<file path="config.mk">
export PLATFORM = sky130hd
export DESIGN_NAME = xoshiro_random_generator_core
export DESIGN_NICKNAME = d
export VERILOG_FILES = /design/src/hw/rtl/xrg_pkg.sv /design/src/hw/rtl/xoshiro_random_generator_core.sv
export VERILOG_INCLUDE_DIRS = /design/src /design/src/hw/rtl
export SDC_FILE = /design/constraint.sdc
export NUM_CORES = 2
export LEC_CHECK = 0
export BUFFER_PORTS_ARGS = -buffer_cell sky130_fd_sc_hd__buf_2
export CELL_PAD_IN_SITES_DETAIL_PLACEMENT = 0
export CELL_PAD_IN_SITES_GLOBAL_PLACEMENT = 1
export CORE_ASPECT_RATIO = 2
export CORE_MARGIN = 2
export CORE_UTILIZATION = 47
export CTS_CLUSTER_DIAMETER = 40
export DETAILED_ROUTE_END_ITERATION = 8
export HOLD_SLACK_MARGIN = 0.15
export PLACE_DENSITY = 0.8
export SYNTH_ARGS = -nofsm -noshare
export SYNTH_HDL_FRONTEND = slang
export SYNTH_SLANG_ARGS = --single-unit
export TNS_END_PERCENT = 50
</file>
<file path="constraint.sdc">
create_clock -name i_clk -period 10.02 [get_ports i_clk]
set_input_delay 0.501 -clock i_clk [delete_from_list [all_inputs] [get_ports i_clk]]
set_output_delay 0.501 -clock i_clk [all_outputs]
set_load 0.05 [all_outputs]
</file>
<file path="src/hw/rtl/xoshiro_random_generator_core_macros.svh">
// Assertion macros for the xoshiro generator core.
// Used by the top level only; needs a clock named i_clk and reset i_rst_n in scope.
`ifndef XOSHIRO_RANDOM_GENERATOR_CORE_MACROS_SVH
`define XOSHIRO_RANDOM_GENERATOR_CORE_MACROS_SVH

// Consequent must hold in the same cycle as the antecedent
`define XRG_ASSERT_NOW(lbl, ante, cons, msg) \
    lbl: assert property (@(posedge i_clk) disable iff (!i_rst_n) (ante) |-> (cons)) \
        else $error(msg);

// Consequent must hold in the cycle after the antecedent
`define XRG_ASSERT_NEXT(lbl, ante, cons, msg) \
    lbl: assert property (@(posedge i_clk) disable iff (!i_rst_n) (ante) |=> (cons)) \
        else $error(msg);

`endif

</file>
<file path="src/hw/rtl/xrg_pkg.sv">
// Package for the xoshiro generator core: operation codes and fixed constants.
// No dependencies.
package xrg_pkg;

    // Operation codes carried on the func field
    localparam logic [1:0] FUNC_RESEED = 2'd0;
    localparam logic [1:0] FUNC_RAW    = 2'd1;
    localparam logic [1:0] FUNC_RAW31  = 2'd2;
    localparam logic [1:0] FUNC_RANGED = 2'd3;

    // Seed expansion and state update constants
    localparam logic [31:0] GEN_MULT = 32'h6c07_8965;
    localparam int unsigned SEED_SHIFT = 30;
    localparam int unsigned UPD_ROT = 11;
    localparam logic [31:0] JUMP_WORDS [4] = '{
        32'h8764_000b, 32'hf542_d2d3, 32'h6fa0_35c3, 32'h77f2_db5b
    };

    // Divisor of the ranged draw, 2^32 - 1
    localparam logic [32:0] FULL_SCALE = 33'h0_ffff_ffff;

    typedef logic [31:0] t_word;

endpackage

</file>
<file path="src/hw/rtl/xoshiro_random_generator_core.sv">
// Steps: raw draws pass the draw and done states, ranged draws pass draw, multiply,
// divide, fix and done, equal range ends pass draw and done; a reseed runs its seed steps.
// Flow: one item at a time; a draw frees the input only once its result is in the output
// register, a reseed once its steps are done; a ranged draw uses the shared
// 32x32 multiplier once, a reseed three times (one step per cycle).
// Reset: synchronous, active low; afterward the core expands seed zero in three steps
// and holds in_ready low until that is done.
`include "xoshiro_random_generator_core_macros.svh"

module xoshiro_random_generator_core
    import xrg_pkg::*;
(
    input  logic               i_clk,
    input  logic               i_rst_n,
    input  logic               i_in_valid,
    output logic               o_in_ready,
    input  logic [1:0]         i_func,
    input  logic [31:0]        i_seed,
    input  logic signed [31:0] i_range_low,
    input  logic signed [31:0] i_range_high,
    output logic               o_out_valid,
    input  logic               i_out_ready,
    output logic signed [32:0] o_value
);

    // Sequencer states
    localparam logic [2:0] ST_IDLE = 3'd0;
    localparam logic [2:0] ST_SEED = 3'd1;
    localparam logic [2:0] ST_DRAW = 3'd2;
    localparam logic [2:0] ST_MUL  = 3'd3;
    localparam logic [2:0] ST_DIV  = 3'd4;
    localparam logic [2:0] ST_FIX  = 3'd5;
    localparam logic [2:0] ST_DONE = 3'd6;

    logic [2:0]         r_state;
    logic [1:0]         r_cnt;
    t_word              r_words [4];
    logic [1:0]         r_func;
    logic [31:0]        r_lo;
    logic [31:0]        r_hi;
    t_word              r_rnd;
    logic [31:0]        r_mag;
    logic               r_neg;
    logic [63:0]        r_prod;
    logic [31:0]        r_quo;
    logic               r_rem_nz;
    logic [32:0]        r_res;
    logic               r_ovalid;
    logic [32:0]        r_oval;

    // Shared multiplier and its operand select
    t_word              w_mul_a;
    t_word              w_mul_b;
    logic [63:0]        w_prod;

    // Seed step
    t_word              w_prev;
    t_word              w_seed_word;

    // Scrambler and state update
    t_word              w_x5;
    t_word              w_rot;
    t_word              w_scr;
    t_word              w_t;
    t_word              w_w2n;
    t_word              w_w3n;
    t_word              w_w1n;
    t_word              w_w0n;

    // Range span
    logic [32:0]        w_span;
    logic [32:0]        w_span_abs;

    // Division by 2^32 - 1
    logic [32:0]        w_sum;
    logic               w_ge;
    logic [32:0]        w_rem;

    // Final offset and truncation toward zero
    logic [34:0]        w_lo35;
    logic [34:0]        w_q35;
    logic [34:0]        w_base;
    logic [34:0]        w_adj;

    logic               w_out_free;
    logic               w_load;

    assign o_in_ready  = (r_state == ST_IDLE);
    assign o_out_valid = r_ovalid;
    assign o_value     = r_oval;
    assign w_out_free  = !r_ovalid || i_out_ready;
    assign w_load      = (r_state == ST_DONE) && w_out_free;

    // Select multiplier operands: seed expansion or ranged scaling
    assign w_prev  = r_words[r_cnt - 2'd1];
    assign w_mul_a = (r_state == ST_SEED) ? w_prev : r_rnd;
    assign w_mul_b = (r_state == ST_SEED) ? GEN_MULT : r_mag;
    assign w_prod  = {32'd0, w_mul_a} * {32'd0, w_mul_b};

    // One seed expansion step
    assign w_seed_word = w_prod[31:0]
                       ^ ({30'd0, w_prev[31:SEED_SHIFT]} + {30'd0, r_cnt})
                       ^ JUMP_WORDS[r_cnt];

    // Scramble word 0: rotl(w0 * 5, 7) * 9
    assign w_x5  = r_words[0] + {r_words[0][29:0], 2'b00};
    assign w_rot = {w_x5[24:0], w_x5[31:25]};
    assign w_scr = w_rot + {w_rot[28:0], 3'b000};

    // Advance the four words
    assign w_t   = {r_words[1][22:0], 9'd0};
    assign w_w2n = r_words[2] ^ r_words[0];
    assign w_w3n = r_words[3] ^ r_words[1];
    assign w_w1n = r_words[1] ^ w_w2n;
    assign w_w0n = r_words[0] ^ w_w3n;

    // Span of the range and its magnitude
    assign w_span     = {r_hi[31], r_hi} - {r_lo[31], r_lo};
    assign w_span_abs = w_span[32] ? (33'd0 - w_span) : w_span;

    // prod = H*2^32 + L = H*(2^32-1) + (H + L); H + L stays below twice the divisor
    assign w_sum = {1'b0, r_prod[63:32]} + {1'b0, r_prod[31:0]};
    assign w_ge  = (w_sum >= FULL_SCALE);
    assign w_rem = w_ge ? (w_sum - FULL_SCALE) : w_sum;

    // Offset from the lower end, then round toward zero
    assign w_lo35 = {{3{r_lo[31]}}, r_lo};
    assign w_q35  = {3'd0, r_quo};
    assign w_base = r_neg ? (w_lo35 - w_q35) : (w_lo35 + w_q35);

    always_comb begin
        w_adj = w_base;
        if (r_rem_nz) begin
            if (!r_neg && w_base[34]) begin
                w_adj = w_base + 35'd1;
            end else if (r_neg && !w_base[34] && (w_base != 35'd0)) begin
                w_adj = w_base - 35'd1;
            end
        end
    end

    // Load the output item when a result is done, drop it once taken
    always_ff @(posedge i_clk) begin
        if (!i_rst_n) begin
            r_ovalid <= 1'b0;
        end else if (w_load) begin
            r_ovalid <= 1'b1;
        end else if (i_out_ready) begin
            r_ovalid <= 1'b0;
        end
    end

    // Sequencer, word state and datapath registers
    always_ff @(posedge i_clk) begin
        if (!i_rst_n) begin
            r_state    <= ST_SEED;
            r_cnt      <= 2'd1;
            r_words[0] <= JUMP_WORDS[0];
        end else begin
            unique case (r_state)
                ST_IDLE: begin
                    if (i_in_valid) begin
                        r_func <= i_func;
                        r_lo   <= i_range_low;
                        r_hi   <= i_range_high;
                        if (i_func == FUNC_RESEED) begin
                            r_words[0] <= i_seed ^ JUMP_WORDS[0];
                            r_cnt      <= 2'd1;
                            r_state    <= ST_SEED;
                        end else begin
                            r_state <= ST_DRAW;
                        end
                    end
                end
                ST_SEED: begin
                    r_words[r_cnt] <= w_seed_word;
                    if (r_cnt == 2'd3) begin
                        r_cnt   <= 2'd0;
                        r_state <= ST_IDLE;
                    end else begin
                        r_cnt <= r_cnt + 2'd1;
                    end
                end
                ST_DRAW: begin
                    if (r_func == FUNC_RANGED && r_lo == r_hi) begin
                        // Equal ends: return the lower end, hold the generator
                        r_res   <= {r_lo[31], r_lo};
                        r_state <= ST_DONE;
                    end else begin
                        r_rnd      <= w_scr;
                        r_words[0] <= w_w0n;
                        r_words[1] <= w_w1n;
                        r_words[2] <= w_w2n ^ w_t;
                        r_words[3] <= {w_w3n[31-UPD_ROT:0], w_w3n[31:32-UPD_ROT]};
                        r_mag      <= w_span_abs[31:0];
                        r_neg      <= w_span[32];
                        if (r_func == FUNC_RAW31) begin
                            r_res   <= {2'b00, w_scr[31:1]};
                            r_state <= ST_DONE;
                        end else if (r_func == FUNC_RAW) begin
                            r_res   <= {1'b0, w_scr};
                            r_state <= ST_DONE;
                        end else begin
                            r_state <= ST_MUL;
                        end
                    end
                end
                ST_MUL: begin
                    r_prod  <= w_prod;
                    r_state <= ST_DIV;
                end
                ST_DIV: begin
                    r_quo    <= r_prod[63:32] + {31'd0, w_ge};
                    r_rem_nz <= (w_rem != 33'd0);
                    r_state  <= ST_FIX;
                end
                ST_FIX: begin
                    r_res   <= w_adj[32:0];
                    r_state <= ST_DONE;
                end
                ST_DONE: begin
                    // Hand the result to the output register when it is free
                    if (w_out_free) begin
                        r_oval  <= r_res;
                        r_state <= ST_IDLE;
                    end
                end
                default: begin
                    r_state <= ST_IDLE;
                end
            endcase
        end
    end

    // Seed expansion ends after its third step
    `XRG_ASSERT_NEXT(a_seed_end, r_state == ST_SEED && r_cnt == 2'd3, r_state == ST_IDLE, "seed run")
    // Ranged scaling runs multiply then divide
    `XRG_ASSERT_NEXT(a_mul_div, r_state == ST_MUL, r_state == ST_DIV, "multiply without divide")
    // A finished item reaches the output register when it is free
    `XRG_ASSERT_NEXT(a_done_out, w_load, o_out_valid && r_state == ST_IDLE, "result not loaded")
    // No new items are taken while seeding; only the idle state takes them
    `XRG_ASSERT_NOW(a_seed_busy, r_state == ST_SEED, !o_in_ready, "input ready during seeding")

endmodule
</file>
==> impl_metrics.env <==
export IMPL_drc=0
export IMPL_vias_per_cell=6.122
export IMPL_cp_start_kind="register"
export IMPL_clock_skew_ns=0.04314
export IMPL_numCtsBuffers=39
export IMPL_final_cell_count_no_fill=8895
export IMPL_crit_fanout=30
export IMPL_synthToLayoutAreaGrowth_pct=9.241
export IMPL_cts_tree="yes"
export IMPL_ys_ff_latch=428
export IMPL_clock_latency_ns=0.63
export IMPL_htree_levels=2
export IMPL_tightest_slew_ns=1.294
export IMPL_synth_async_reset_ratio=0
export IMPL_ios=137
export IMPL_setup_violations=0
export IMPL_cts_sinks=428
export IMPL_final_cell_mix="inv_1 (1012), fa_1 (902), nand2_1 (706)"
export IMPL_fp_dieW_um=265.4
export IMPL_synth_area_um2=64250
export IMPL_die_height_um=526.9
export IMPL_crit_type="register to register"
export IMPL_place_ws_ns=0.1533
export IMPL_antenna_found_initial=14
export IMPL_synth_flop_cell="edfxtp_1"
export IMPL_fmax_mhz=102.3
export IMPL_finalNetCount=8549
export IMPL_yosys_warnings=0
export IMPL_vias=54450
export IMPL_finalSetupTns_ns=0
export IMPL_io_buffers=136
export IMPL_grt_pass1_wl_um=392500
export IMPL_initial_core_util=0.4741
export IMPL_final_setup_worst_slack_ns=0.2488
export IMPL_final_common_cell="inv_1"
export IMPL_cpMostUsedCell="fa_1"
export IMPL_fillers=12500
export IMPL_crit_slowest_cell="and2_1"
export IMPL_gp_congestion=1.096
export IMPL_ant_nets=0
export IMPL_detail_route_wl_per_cell_um=30.75
export IMPL_cp_arrival_ns=10.12
export IMPL_grt_pass1_vias=57590
export IMPL_crit_path_max_incr_delay_ns=0.75
export IMPL_syn_nets=8362
export IMPL_synth_distinct_cells=99
export IMPL_die_area_um2=139800
export IMPL_drive_gt1_frac=0.08459
export IMPL_hp_class="input port to register"
export IMPL_fin_crit_ns=9.771
export IMPL_clkTransAtPathRegs_ns=0.08
export IMPL_hold_viol=0
export IMPL_syn_avg_cell_area_um2=9.279
export IMPL_cts_root_buf="clkbuf_16"
export IMPL_min_path_cells=3
export IMPL_dr_pass1_iters=6
export IMPL_rsz0062_at_grt="no"
export IMPL_ys_seq_area_frac=0.1991
export IMPL_clockBufferDepth=3
export IMPL_outcome="completed"
export IMPL_fin_util=0.5180
export IMPL_drtIter0Drc=4257
export IMPL_post_dp_hpwl_um=228000
export IMPL_synthTopCellsByArea="fa_1 (28%), edfxtp_1 (20%), ha_1 (8.5%)"
export IMPL_grt_max_degree=67
export IMPL_grt_usage=0.3946
export IMPL_synth_edf_count=422
export IMPL_synth_top_area_share=0.2811
export IMPL_fin_crit_sh=0.9752
export IMPL_required_ns=10.37
export IMPL_yosysTopAreaCell="fa_1"
export IMPL_r2r_cells=31
export IMPL_synthCells=6924
export IMPL_dp_cells=8740
export IMPL_wl_um=273600
export IMPL_max_cap_violations=0
export IMPL_core_area_um2=135500
export IMPL_grt_ovfl_total=0
export IMPL_slew_viol_final=0
export IMPL_end_kind="register"
export IMPL_relSlewSlack=0.1312
export IMPL_rows=191
## synthesized netlist by cell type (9+ instances only)
master,instances
a21oi_1,251
and3_1,373
o21a_1,42
nor2b_1,34
a22oi_1,22
o211ai_1,39
buf_2,9
fa_1,902
a211o_1,14
a21o_1,116
nor2_1,522
a221oi_1,15
clkbuf_1,317
nand2b_1,73
and2_1,63
o21ai_0,297
xor2_1,198
or2_2,32
nand2_1,708
xnor2_1,285
or4_1,23
o31a_1,9
edfxtp_1,422
mux4_2,32
a221o_1,9
a211oi_1,32
nor3_1,90
mux2i_1,55
ha_1,434
nor4_1,26
or3_1,28
and4_1,22
a31oi_1,28
nand4_1,59
o31ai_1,23
o2111ai_1,9
nand3_1,95
inv_1,1012
a2111oi_0,10
o21bai_1,26
## per-stage QoR
| step | area, um^2 | hold WS [ns] |
|---|---|---|
| floorplan | 64270 | 0.4003 |
| global placement | 68220 | 0.4088 |
| detailed placement | 68220 | 0.4063 |
| CTS | 70110 | 0.1598 |
| global route | 70150 | 0.2117 |
| finish | 70180 | 0.1907 |
## cell families (layout without fill, tap and decap cells)
group | Yosys count | in the layout | synth area share
compound gates | 1039 | 1039 | 0.1042
xor+xnor | 483 | 483 | 0.06584
fa+ha+maj | 1336 | 1336 | 0.3656
buf+inv | 1349 | 1565 | 0.07899
flops | 428 | 428 | 0.1991
mux | 92 | 92 | 0.02066
other cells | 0 | 18 | 0
simple gates | 2197 | 2197 | 0.1657
## area by class of cell
cell class	instances	area, um^2	area share
tap	1737	2173	0.03097
inverter	1015	3812	0.05432
clock inverter	24	226.5	0.003227
multi-input combinational	5147	46530	0.6629
clock buffer	46	1002	0.01428
sequential	428	12790	0.1823
antenna	18	45.04	0.0006418
timing repair buffer	480	3603	0.05134
## critical path: cells and delay by family, from the launching register on
family / cells / cell delay, ns
buffers and inverters: 7 / 0.83
and+or+nand+nor: 8 / 2.16
AOI/OAI and AO/OA: 6 / 1.52
DFF: 1 / 0.52
xor gates and xnor gates: 1 / 0.14
adders and majority gates: 9 / 4.30
## sequential cells by signal, summed over array words and instances (netlist names), 33 cells and up
register / cells
r_words: 128
o_value: 33
r_prod: 64
r_res: 33
## metal layers
metal / vias to the layer above / track usage / share of wire
met2: 2599 / 0.6921 / 0.50
li1: 23330 / - / -
met3: 1178 / 0.05225 / 0.058
met1: 27340 / 0.3717 / 0.30
met4: 2 / 0.4465 / 0.14
met5: - / 0 / 0.000055
## final timing paths
kind	from	end	slack, ns
worst min-delay path	i_seed[8]	r_words[0][8]	0.19
worst max register to register	r_state[1]	r_prod[60]	0.25
worst max-delay path	r_state[1]	r_prod[60]	0.25
worst min register to register	r_res[21]	o_value[21]	0.42
## what timing repair did
action,4_1_cts,5_1_grt
setup buffers,0,1
gates resized for setup,0,8
setup endpoints to repair,0,25
hold buffers,66,0
hold endpoints to repair,66,0
Power is not shown: default switching activity piles up to over one toggle a cycle in this logic, so the estimate is an artifact.
